[config.mk]
export PLATFORM = sky130hd
export DESIGN_NAME = rsst_walker
export DESIGN_NICKNAME = d
export VERILOG_FILES = /design/src/rtl/rsst_pkg.sv /design/src/rtl/rsst_walker.sv
export SDC_FILE = /design/constraint.sdc
export NUM_CORES = 1
export LEC_CHECK = 0
export BUFFER_PORTS_ARGS = -buffer_cell sky130_fd_sc_hd__buf_2
export CORE_UTILIZATION = 53
export DETAILED_ROUTE_END_ITERATION = 10
export PLACE_DENSITY = 0.91
export SYNTH_ARGS = -nofsm -noshare
export SYNTH_HDL_FRONTEND = slang
export SYNTH_SLANG_ARGS = --single-unit
[constraint.sdc]
create_clock -name clk -period 3.24 [get_ports clk]
set_input_delay 0.648 -clock clk [delete_from_list [all_inputs] [get_ports clk]]
set_output_delay 0.648 -clock clk [all_outputs]
set_load 0.02 [all_outputs]
[src/rtl/rsst_pkg.sv]
// Shared types and codes for the range-sum segment tree block.
// No dependencies; the files that use it refer to this package by scoped names.
`timescale 1ns / 1ps

package rsst_pkg;

  localparam logic CMD_SET   = 1'b0;
  localparam logic CMD_QUERY = 1'b1;

  localparam logic STATUS_OK  = 1'b0;
  localparam logic STATUS_ERR = 1'b1;

  localparam int unsigned COUNT_W = 11;
  localparam int unsigned INDEX_W = 10;
  localparam int unsigned VALUE_W = 32;

  localparam logic [COUNT_W-1:0] COUNT_RESET = 11'd1024;

  typedef struct packed {
    logic                       command;
    logic [INDEX_W-1:0]         element_index;
    logic signed [VALUE_W-1:0]  new_value;
    logic [INDEX_W-1:0]         range_start;
    logic [INDEX_W-1:0]         range_end;
  } item_t;

  typedef struct packed {
    logic signed [VALUE_W-1:0] range_sum;
    logic                      status;
  } result_t;

endpackage

[src/rtl/rsst_walker.sv]
// Sequencer that clears the node memory, walks leaf-to-root updates and
// bottom-up range queries, at most one memory read per cycle. Uses rsst_pkg.
`timescale 1ns / 1ps

module rsst_walker #(
  parameter int LEAVES     = 1024,
  parameter int DATA_WIDTH = 32
) (
  input  logic                              clk,
  input  logic                              rst,
  input  rsst_pkg::item_t                   item,
  input  logic                              item_valid,
  output logic                              item_ready,
  input  logic [rsst_pkg::COUNT_W-1:0]      element_count,
  output rsst_pkg::result_t                 res,
  output logic                              res_valid,
  input  logic                              res_ready,
  output logic                              ram_we,
  output logic [$clog2(2*LEAVES)-1:0]       ram_waddr,
  output logic [DATA_WIDTH-1:0]             ram_wdata,
  output logic [$clog2(2*LEAVES)-1:0]       ram_raddr,
  input  logic [DATA_WIDTH-1:0]             ram_rdata
);

  localparam int NW = $clog2(2*LEAVES);
  localparam int CW = NW + 1;
  localparam logic [NW-1:0] LAST_NODE = NW'(2*LEAVES - 1);

  typedef enum logic [6:0] {
    S_CLEAR = 7'b0000001,
    S_IDLE  = 7'b0000010,
    S_DIFF  = 7'b0000100,
    S_UPD   = 7'b0001000,
    S_QL    = 7'b0010000,
    S_QR    = 7'b0100000,
    S_DONE  = 7'b1000000
  } state_t;

  state_t                         state, state_next;
  logic [NW-1:0]                  clr_addr, clr_addr_next;
  logic [CW-1:0]                  p, p_next;
  logic [CW-1:0]                  r, r_next;
  logic signed [DATA_WIDTH-1:0]   val, val_next;
  logic signed [DATA_WIDTH-1:0]   diff, diff_next;
  logic signed [DATA_WIDTH-1:0]   sum, sum_next;
  logic                           pending, pending_next;
  logic                           status, status_next;

  logic [CW-1:0]                  p_half;
  logic [CW-1:0]                  r_dec;
  logic [CW-1:0]                  leaf_set, leaf_lo, leaf_hi;
  logic                           set_ok, query_ok;
  logic signed [DATA_WIDTH-1:0]   sum_acc;
  logic signed [DATA_WIDTH-1:0]   rd_val;

  assign rd_val  = $signed(ram_rdata);
  assign p_half  = p >> 1;
  assign r_dec   = r - CW'(1);
  assign sum_acc = pending ? sum + rd_val : sum;

  // Leaf addresses; an index that passes the bounds check is below LEAVES,
  // so the truncation to CW bits is exact.
  assign leaf_set = CW'(32'(LEAVES) + 32'(item.element_index));
  assign leaf_lo  = CW'(32'(LEAVES) + 32'(item.range_start));
  assign leaf_hi  = CW'(32'(LEAVES) + 32'(item.range_end) + 32'd1);

  // The count in use is the register clamped to LEAVES.
  assign set_ok = (32'(item.element_index) < 32'(element_count)) &&
                  (32'(item.element_index) < 32'(LEAVES));
  assign query_ok = (item.range_start <= item.range_end) &&
                    (32'(item.range_end) < 32'(element_count)) &&
                    (32'(item.range_end) < 32'(LEAVES));

  assign res.range_sum = 32'(64'(sum));
  assign res.status    = status;

  always_comb begin
    state_next    = state;
    clr_addr_next = clr_addr;
    p_next        = p;
    r_next        = r;
    val_next      = val;
    diff_next     = diff;
    sum_next      = sum;
    pending_next  = pending;
    status_next   = status;
    item_ready    = 1'b0;
    res_valid     = 1'b0;
    ram_we        = 1'b0;
    ram_waddr     = '0;
    ram_wdata     = '0;
    ram_raddr     = '0;

    case (state)
      S_CLEAR: begin
        ram_we        = 1'b1;
        ram_waddr     = clr_addr;
        clr_addr_next = clr_addr + NW'(1);
        if (clr_addr == LAST_NODE) begin
          state_next = S_IDLE;
        end
      end

      S_IDLE: begin
        item_ready = 1'b1;
        if (item_valid) begin
          val_next     = DATA_WIDTH'(64'(item.new_value));
          sum_next     = '0;
          pending_next = 1'b0;
          status_next  = rsst_pkg::STATUS_OK;
          if (item.command == rsst_pkg::CMD_SET) begin
            if (set_ok) begin
              p_next     = leaf_set;
              ram_raddr  = leaf_set[NW-1:0];
              state_next = S_DIFF;
            end else begin
              status_next = rsst_pkg::STATUS_ERR;
              state_next  = S_DONE;
            end
          end else begin
            if (query_ok) begin
              p_next     = leaf_lo;
              r_next     = leaf_hi;
              state_next = S_QL;
            end else begin
              status_next = rsst_pkg::STATUS_ERR;
              state_next  = S_DONE;
            end
          end
        end
      end

      // The old leaf is on the read port: write the new value and start the
      // walk up with the difference.
      S_DIFF: begin
        diff_next  = val - rd_val;
        ram_we     = 1'b1;
        ram_waddr  = p[NW-1:0];
        ram_wdata  = val;
        p_next     = p_half;
        ram_raddr  = p_half[NW-1:0];
        state_next = S_UPD;
      end

      // Each cycle writes back one ancestor and reads the next one up.
      S_UPD: begin
        ram_we    = 1'b1;
        ram_waddr = p[NW-1:0];
        ram_wdata = rd_val + diff;
        if (p == CW'(1)) begin
          state_next = S_DONE;
        end else begin
          p_next    = p_half;
          ram_raddr = p_half[NW-1:0];
        end
      end

      // Left boundary step; folds in the node read by the previous right step.
      S_QL: begin
        sum_next     = sum_acc;
        pending_next = 1'b0;
        if (p >= r) begin
          state_next = S_DONE;
        end else begin
          if (p[0]) begin
            ram_raddr    = p[NW-1:0];
            pending_next = 1'b1;
            p_next       = p + CW'(1);
          end
          state_next = S_QR;
        end
      end

      // Right boundary step, then both bounds move up one level.
      S_QR: begin
        sum_next     = sum_acc;
        pending_next = 1'b0;
        if (r[0]) begin
          ram_raddr    = r_dec[NW-1:0];
          pending_next = 1'b1;
          r_next       = r_dec >> 1;
        end else begin
          r_next = r >> 1;
        end
        p_next     = p_half;
        state_next = S_QL;
      end

      S_DONE: begin
        res_valid = 1'b1;
        if (res_ready) begin
          state_next = S_IDLE;
        end
      end

      default: begin
        state_next = S_IDLE;
      end
    endcase
  end

  always_ff @(posedge clk) begin
    if (rst) begin
      state    <= S_CLEAR;
      clr_addr <= '0;
      pending  <= 1'b0;
    end else begin
      state    <= state_next;
      clr_addr <= clr_addr_next;
      pending  <= pending_next;
    end
    p      <= p_next;
    r      <= r_next;
    val    <= val_next;
    diff   <= diff_next;
    sum    <= sum_next;
    status <= status_next;
  end

endmodule

### Word level (Yosys, flattened, before mapping)

Index checks and enable logic that the tools add are counted.

| word-level totals | value |
|---|---|
| input bits | 110 |
| memories | 0 |
| memory bits (read-only) | 0 |
| flip-flop bits (word level) | 140 |
| RAM bits | 0 |
| bits in latches | 0 |
| output and inout bits | 90 |

| cells by class | value |
|---|---|
| mux-type cells | 46 |
| reduce and logical (&&, ||, !) cells | 16 |
| equal/unequal tests | 21 |
| add/sub/neg operators | 10 |
| bitwise logic cells | 0 |
| div/mod/pow operators | 0 |
| multiply operators | 0 |
| shift operators | 0 |
| $lt $le $gt $ge | 4 |

Operator list:

| cell | number |
|---|---|
| $pmux W32 S2 | 2 |
| $mux W12 | 10 |
| $mux W11 | 8 |
| $add A32 B32 Y32 | 2 |
| $mux W32 | 2 |
| $mux W7 | 8 |
| $pmux W11 S5 | 1 |
| $pmux W7 S7 | 1 |
| $pmux W12 S4 | 1 |
| $add A11 B10 Y12 const A | 3 |
| $sub A32 B32 Y32 | 1 |
| $add A12 B1 Y12 const B | 2 |
| $pmux W12 S2 | 1 |
| $lt A10 B11 Y1 | 2 |
| $pmux W11 S2 | 1 |
| $ne A2 B2 Y1 const B | 9 |
| $eq A12 B1 Y1 const B | 1 |
| $ge A12 B12 Y1 | 1 |
| $sub A12 B1 Y12 const B | 1 |
| $add A11 B1 Y11 const B | 1 |
| $eq A11 B11 Y1 const B | 1 |
| $le A10 B10 Y1 | 1 |
| $mux W1 | 10 |
| $reduce_and A4 Y1 | 2 |
| 20 further kinds | 25 |

### Depth between registers and ports, before layout

| depth | value |
|---|---|
| word-level depth | 6 |
| depth in mapped cells | 12 |
| gate-level depth less buffers | 12 |

### Least setup slack after synthesis

No wires, ideal clock.

| path | value |
|---|---|
| path kind | input to output |
| start point | in ram_rdata[0] |
| end point | out ram_wdata[16] |
| data arrival time | 3.139 ns |
| stages | 10 |
| setup slack | -0.547 ns |
| required time | 2.592 ns |
| path through | ha_1 > fa_1 > a211oi_1 > o21ai_0 > or3b_4 > a21boi_2 > or3_2 > a21oi_1 > xor2_1 > o21ai_0 |

| between the ends | value |
|---|---|
| word-level cells in the longest chain between the ends | 2 |

RTL lines:

| what | RTL line | RTL |
|---|---|---|
| start: declaration | rsst_walker.sv:22 | `input logic [DATA_WIDTH-1:0] ram_rdata` |
| $add A32 B32 Y32 | rsst_walker.sv:149 | `ram_wdata = rd_val + diff;` |
| $pmux W32 S2 | rsst_walker.sv:94 | `case (state)` |
| end: declaration | rsst_walker.sv:20 | `output logic [DATA_WIDTH-1:0] ram_wdata,` |

Every way passes these cells.

### Worst setup path in the final report

| path | value |
|---|---|
| start point | reg diff[8] |
| end point | out ram_wdata[28] |

| between the ends | value |
|---|---|
| word-level cells in the longest chain between the ends | 2 |

RTL lines:

| what | RTL line | RTL |
|---|---|---|
| start: declaration | rsst_walker.sv:44 | `logic signed [DATA_WIDTH-1:0] diff, diff_next;` |
| start signal: assignment | rsst_walker.sv:215 | `diff <= diff_next;` |
| $add A32 B32 Y32 | rsst_walker.sv:149 |  |
| $pmux W32 S2 | rsst_walker.sv:94 |  |

Every way passes these cells.

==> reports/metrics.csv <==
metric,value,unit
routed vias/inst,6.57,
Yosys top cell area share,30.8,%
failing checks,negative setup slack,
maximum fanout along the worst path,3,
number of global-route vias before repair,12200,
final hold vios,0,
Slew HR,50.2,%
area grow syn2layout,36.8,%
worst vdd ir,0.000505,V
die area,22900,sq um
maximum clock insertion buffer count,2,
Synth cell types,73,
Starting DRT DRC Count,1655,
Yosys warning total,0,
final wirelength,45000,microns
Worst Setup Start Kind,flop,
worst r2r src,p[0],
GRT Residual Overflow,0,
Worst Path Required,2590,ps
slowest CP cell,edfxtp_1,
drt pass-1 iters,7,
Setup WS post-layout,-763,ps
Fmax,250,MHz
# setup viols final,43,
Die X,151,microns
#FFs+latches synth,140,
Tcrit/Tclk final,124,%
main flop type after synthesis,edfxtp_1,
routability congestion estimate,0.970,
RSZ-0062 raised after global routing,yes,
Die Span Y,151,microns
Post-Synthesis Cells,1321,
Hold Path Sink,val[31],
internal reg-to-reg setup slack,-10,ps
Routed Antenna Nets,0,
clk sinks,140,
Initial Util,54.1,%
leakage,7.32,nW
Synth area leaders,"edfxtp_1 (31%), ha_1 (14%), xnor2_1 (4.1%)",
cts hold-fix bufs,0,
synthesized area,11800,sq um
leading area contributor after synthesis,edfxtp_1,
Core Region,21800,sq um
Synth Area per Inst,8.93,sq um
worst endpoint data arrival time,3350,ps
ys async rst share,0,%
Worst-Skew Late Latency,450,ps
Hold Path Class,in2reg,
I/O pins,200,
most frequent cell after synthesis,ha_1,
drt drc,0,
first-pass GRT wire length,62300,microns
Crit Path Class,reg2out,
H-tree depth,4,
sequential-to-total area share from yosys stat,34.0,%
initial antenna violation count,3,
nature of the critical path endpoint,output port,
syn nets,1569,
FP Rows,54,
hold path depth,1,
DR WL/cell,22.5,microns
Pwr Density,343,nW/um^2
# port buffers,199,
Synth top cells by count,"ha_1 (135), edfxtp_1 (121), nand2_1 (118)",
hold_ws,381,ps
Max Slew Vio Count,0,
Crit Reg-Reg Endpoint,p[2],
Post-Route Utilization,74.0,%
CTS root buf,clkbuf_16,
total CTS buffers,17,
worst-path cell chain,ha_4 -> and3_4 -> nand4_1 -> or3b_4 -> a21boi_4 -> o21bai_4 -> a31oi_4 -> o2111ai_2 -> and3b_2 -> o31ai_4 -> buf_6,
Final Skew,19.0,ps
Slew @ Worst Pin,739,ps
worst reg-to-reg path cell count,15,
hold path start,item[51],
Max-Cap Viols,0,
largest net degree at the start of global routing,65,
"Reg clk slew, reported paths",80,ps
"EDFF count, synth",121,
outcome,"finished, violations left",
"Net count, final",1951,
CTS tree,yes,
ratio of cells with drive above 1 in the final layout,32.6,%
vias,13100,
fin crit period,4000,ps
GRT Resource Usage Total,35.4,%
DP Wirelength,28900,microns
"slowest stage delay, CP",470,ps
registers in the layout, indices dropped and copies added, names as in the netlist:
name	flops
pending	1
diff	32
state	7
p	12
status	1
r	12
val	32
clr_addr	11
sum	32
critical path: cells and delay by family, from the launching register on:
kind / cells / cell delay (ps)
buffers and inverters: 1 / 150
flip-flops: 1 / 470
adder cells (fa/ha/maj): 1 / 330
AND/OR/NAND/NOR: 4 / 1050
AO/OA/AOI/OAI: 5 / 910
layout by cell type, fill, tap and decap left out, drive strengths merged, types with 18 or more instances in the layout:
| master | instances |
|---|---|
| clkbuf | 18 |
| nor3 | 33 |
| edfxtp | 121 |
| a21o | 58 |
| buf | 401 |
| nand3 | 35 |
| nor2 | 115 |
| dfxtp | 19 |
| xnor2 | 55 |
| inv | 93 |
| o21ai | 95 |
| a21oi | 92 |
| nand2 | 118 |
| ha | 135 |
| xor2 | 47 |
layout make-up:
type | count | area (sq um)
diodes | 4 | 10.0
fillers | 1384 | 5680
inverters | 91 | 342
clock inverters | 14 | 218
repair buffers | 401 | 2710
clock buffers | 18 | 429
flip-flops and latches | 140 | 4010
well taps | 280 | 350
multi-input cells | 1052 | 8070
repair_timing:
action / 4_1_cts / 5_1_grt
pin swaps: 46 / 60
endpoints found under the setup margin: 40 / 49
gates cloned: 1 / 1
gates resized for setup: 103 / 76
buffers inserted: 13 / 14
per-stage QoR:
step | power (W) | TNS, ps | instances | setup slack [ps] | cell area (sq um)
floorplan | 0.00271 | -216 | 1321 | -87.0 | 12000
global placement | 0.00311 | -13220 | 1940 | -508 | 14600
detailed placement | 0.00315 | -15940 | 1940 | -532 | 14600
CTS | 0.00536 | -11300 | 1986 | -573 | 15700
global route | 0.00567 | -19200 | 1999 | -836 | 16100
finish | 0.00553 | -16200 | 2000 | -763 | 16100
layer usage:
layer  share of wire, %  global-route usage (%)  wire [microns]  up-vias
met5                  0                       0               0        -
li1                   -                       -               -     5651
met4                7.6                    21.6            3420        0
met3                 12                    6.51            5260      340
met1                 34                    41.8           15500     6000
met2                 46                    59.5           20800     1154
logic make-up (layout without fill, tap and decap cells):
group | after synthesis | in the layout | share of synthesized area (%)
and+or+nand+nor | 406 | 407 | 16.4
AOI/OAI and AO/OA | 393 | 393 | 22.0
DFF | 140 | 140 | 34.0
adders and majority gates | 138 | 138 | 14.8
buffers and inverters | 130 | 524 | 4.20
xor gates and xnor gates | 102 | 102 | 7.57
muxes | 12 | 12 | 1.02
other | 0 | 4 | 0
worst max-delay path by stage:
stage | slack, ps | depth (start not counted) | start | endpoint
after global placement | -510 | 12 | ram_rdata[3] | ram_wdata[28]
after global routing | -840 | 13 | diff[8] | ram_wdata[30]
final | -760 | 11 | diff[8] | ram_wdata[28]
after detailed placement | -530 | 12 | ram_rdata[7] | ram_wdata[28]
after floorplan | -90 | 11 | ram_rdata[0] | ram_wdata[28]
after CTS | -570 | 11 | diff[7] | ram_wdata[28]
report_power, final:
group / switching [W] / total, W / internal (W)
Clock: 0.000859 / 0.00223 / 0.00137
Combinational: 0.000715 / 0.00128 / 0.000569
Sequential: 0.0000283 / 0.00202 / 0.00199
(Power assumes the default switching activity.)
